==> config.mk <==
export PLATFORM = sky130hd
export DESIGN_NAME = dgsp_ram
export DESIGN_NICKNAME = d
export VERILOG_FILES = /design/src/sv/dgsp_ram.sv
export SDC_FILE = /design/constraint.sdc
export NUM_CORES = 2
export LEC_CHECK = 0
export ABC_AREA = 0
export BUFFER_PORTS_ARGS = -buffer_cell sky130_fd_sc_hd__buf_2
export CAP_MARGIN = 20
export CORE_ASPECT_RATIO = 0.7
export CORE_MARGIN = 2
export CORE_UTILIZATION = 40
export DETAILED_ROUTE_END_ITERATION = 7
export PLACE_DENSITY_LB_ADDON = 0.25
export SLEW_MARGIN = 5
export SYNTH_ARGS = -nofsm -noshare
export SYNTH_HDL_FRONTEND = slang
export SYNTH_SLANG_ARGS = --single-unit
==> constraint.sdc <==
create_clock -name clk -period 3.1 [get_ports clk]
set_input_delay 0.62 -clock clk [delete_from_list [all_inputs] [get_ports clk]]
set_output_delay 0.62 -clock clk [all_outputs]
set_load 0.01 [all_outputs]
==> src/sv/dgsp_ram.sv <==
// Generic simple dual-port RAM: one write port, one read port with registered data.
`timescale 1ns / 1ps

module dgsp_ram #(
  parameter int WIDTH = 8,
  parameter int DEPTH = 256,
  localparam int AW   = $clog2(DEPTH)
) (
  input  logic             clk,
  input  logic             we,
  input  logic [AW-1:0]    waddr,
  input  logic [WIDTH-1:0] wdata,
  input  logic [AW-1:0]    raddr,
  output logic [WIDTH-1:0] rdata
);

  logic [WIDTH-1:0] mem [DEPTH];

  // Write and registered read
  always_ff @(posedge clk) begin
    if (we) begin
      mem[waddr] <= wdata;
    end
    rdata <= mem[raddr];
  end

endmodule

==> impl_metrics.csv <==
group,metric,value,unit
timing,worst_slew_pin_slew,945,ps
outcome,status,"complete, no violations",
logic_synthesis,synth_nets,3759,
floorplan,start_util,0.404,
timing,max_slew_margin,0.364,
routing,dr.pass1.iters,6,
global_route,antenna_found_initial,11,
logic_synthesis,synth-simple-area-share,0.0263,
routing,wl_per_cell,29.6,µm
floorplan,dieArea,203000,µm²
logic_synthesis,synth-edff-count,2048,
floorplan,io-pin-count,34,
cells_and_area,drive_gt1_frac,0.321,
logic_synthesis,syn_area,79600,µm²
cts,clock-sinks,2056,
global_route,grt_remaining_overflow,0,
worst_setup_path,start_kind,"input pin",
logic_synthesis,synthAdderAreaFrac,0,
pwr,p_per_area,604,nW/µm²
worst_setup_path,required,3770,ps
global_route,grt_pass1_vias,40536,
cts,cts_made_buffers,194,
logic_synthesis,ys_types,55,
logic_synthesis,avgSynthCellArea,21.3,µm²
min_path,hold_path.class,"in2reg",
routing,drc_errors,0,
cts,hold_buffers,0,
cts,clockBufferDepth,4,
routing,drt_wl_total,213000,µm
routing,vias,41487,
global_route,grt_pass1_wl,305000,µm
floorplan,die_h,377,µm
logic_synthesis,async_reset_ff_frac,0,
floorplan,rows,136,
logic_synthesis,ys_warn_count,0,
placement,dpl.hpwl,141000,µm
logic_synthesis,synth_ff_type,"edfxtp_1",
cells_and_area,nets,4459,
timing,hold_viol,0,
logic_synthesis,synth-seq-area-share,0.775,
logic_synthesis,synthXorXnorAreaFrac,0,
placement,place.gp.congestion,0.880,
timing,fmax,332,MHz
floorplan,coreArea,197000,µm²
cells_and_area,final_cells,7201,
worst_setup_path,cp_max_fo,20,
timing,rsz0062_at_grt,"no",
logic_synthesis,synthMuxAreaShare,0.146,
timing,fin_skew,44.1,ps
cts,postCtsSetupRepairBufs,0,
worst_setup_path,worstSetupPathType,"in2reg",
cts,clockRootBuffer,"clkbuf_16",
cts,cts_resized,0,
cts,htree_num_levels,4,
placement,placed_cells,6859,
cts,path_clk_slew,60,ps
timing,setup_viol,0,
logic_synthesis,synth_top_family_by_area,"multiplexers",
timing,fin_ws,90.3,ps
logic_synthesis,synth_compound_area_frac,0.0342,
cells_and_area,register_area,61700,µm²
cts,clkLatencyLatePin,830,ps
worst_setup_path,worstPathArrival,3680,ps
pwr,p_leak,30.2,nW
cells_and_area,fillers,16214,
cts,cts_tree,"done",
timing,fin_crit,3010,ps
routing,ant_nets,0,
global_route,grt_max_degree,109,
routing,vias_per_cell,5.76,
floorplan,die_w,537,µm
worst_setup_path,end_kind,"flip-flop",
placement,port_buffers,33,
placement,pre_cts_slack,-636,ps
logic_synthesis,ys_ff_latch,2056,
pwr,ir_worst_vdd,452,µV
timing,post-route-period-util,0.971,
logic_synthesis,syn-instance-count,3733,
flow_run,cap_viol_max_count,0,
routing,drt_iter0_drc,5956,
cells_and_area,area_growth,17.8,%
global_route,grt_usage,0.211,
timing,finalMaxSlewViolations,0,
cells_and_area,multi_input_area,16500,µm²
sequential cells by signal, indices dropped and copies added (netlist names):
register  flops
mem        2048
rdata         8
final timing paths:
kind                             start                     to  slack (ps)  depth (start not counted)
setup reg to reg  mem[82][1]$_DFFE_PP_       rdata[1]$_DFF_P_         420                          6
hold reg to reg   mem[99][7]$_DFFE_PP_       rdata[7]$_DFF_P_        1120                          6
hold / removal                wdata[5]  mem[244][5]$_DFFE_PP_         230                          1
setup / recovery              raddr[0]       rdata[4]$_DFF_P_          90                         11
where the power goes:
part           switching (W)  internal [W]
combinational        0.00201       0.00130
clock                 0.0101        0.0125
sequential         0.0000416        0.0306
cells in the mapped netlist (all sizes together) (2+ instances only):
master / n / area share
a2111oi: 5 / 0.00066
a211oi: 16 / 0.0015
a21oi: 96 / 0.0060
a221oi: 14 / 0.0016
a22o: 8 / 0.00088
a22oi: 133 / 0.013
a311oi: 2 / 0.00022
a31oi: 2 / 0.00016
and2: 6 / 0.00047
and3b: 2 / 0.00022
buf: 122 / 0.013
clkbuf: 111 / 0.0052
dfxtp: 8 / 0.0020
edfxtp: 2048 / 0.77
mux2i: 134 / 0.017
mux4: 456 / 0.13
nand2: 33 / 0.0016
nand2b: 8 / 0.00063
nand3: 34 / 0.0021
nand3b: 2 / 0.00019
nand4: 10 / 0.00079
nor2: 282 / 0.013
nor2b: 31 / 0.0024
nor3: 22 / 0.0014
nor4: 27 / 0.0024
o211ai: 10 / 0.00094
o21ai: 12 / 0.00075
o221ai: 47 / 0.0053
o22a: 5 / 0.00055
o22ai: 28 / 0.0022
o32ai: 5 / 0.00064
or2: 4 / 0.00031
kinds of logic (layout without fill, tap and decap cells):
| logic type | count (synthesis) | count (layout) |
|---|---|---|
| flip-flops | 2056 | 2056 |
| multiplexers | 591 | 591 |
| AND/OR/NAND/NOR | 466 | 466 |
| AO/OA/AOI/OAI | 385 | 385 |
| buffers and inverters | 235 | 1078 |
| other | 0 | 3 |
metrics by stage:
step / total power, W / hold WS, ps / TNS (ps) / util / area, µm²
after floorplan: 0.0328 / 719 / 0 / - / 79600
final: 0.0566 / 229 / 0 / 0.476 / 93700
after global placement: 0.0346 / 1060 / -3590 / 0.446 / 87800
after detailed placement: 0.0346 / 1070 / -3710 / 0.446 / 87800
after global routing: 0.0582 / 200 / 0 / 0.476 / 93700
after CTS: 0.0570 / 173 / 0 / 0.476 / 93700
metal layers:
| layer | GRT usage | up-vias | wire length, µm |
|---|---|---|---|
| met1 | 0.338 | 22133 | 97200 |
| met5 | 0 | - | 0 |
| met2 | 0.297 | 1999 | 91700 |
| met4 | 0.0422 | 0 | 3630 |
| li1 | - | 17086 | - |
| met3 | 0.0411 | 269 | 20800 |
worst max-delay path, cell delays in order:
cell and delay [ps]:
buf_8 160, buf_12 230, buf_12 170, buf_12 220, buf_4 240, mux4_2 570
a22oi_1 210, a21oi_1 130, nor4_1 680, buf_4 280, nor4_1 50
placed cells by master, fill, tap and decap left out, types with 31 or more instances in the layout:
cell type / n
edfxtp_1: 2048
buf_4: 640
mux4_2: 454
nor2_1: 279
clkbuf_16: 196
mux2i_1: 134
a22oi_1: 133
a21oi_1: 96
buf_12: 66
o221ai_1: 46
clkbuf_1: 45
clkinv_1: 41
nand2_1: 33
clkinv_2: 32
nand3_1: 31
layout make-up:
type / instances / area share
tap: 2622 / 0.0350
inverter: 2 / 0.0000801
timing repair buffer: 737 / 0.0681
clock buffer: 247 / 0.0550
sequential: 2056 / 0.658
clock inverter: 92 / 0.00773
multi-input combinational: 1442 / 0.176
antenna: 3 / 0.0000801
No activity file was read; power rests on OpenSTA's default activity.
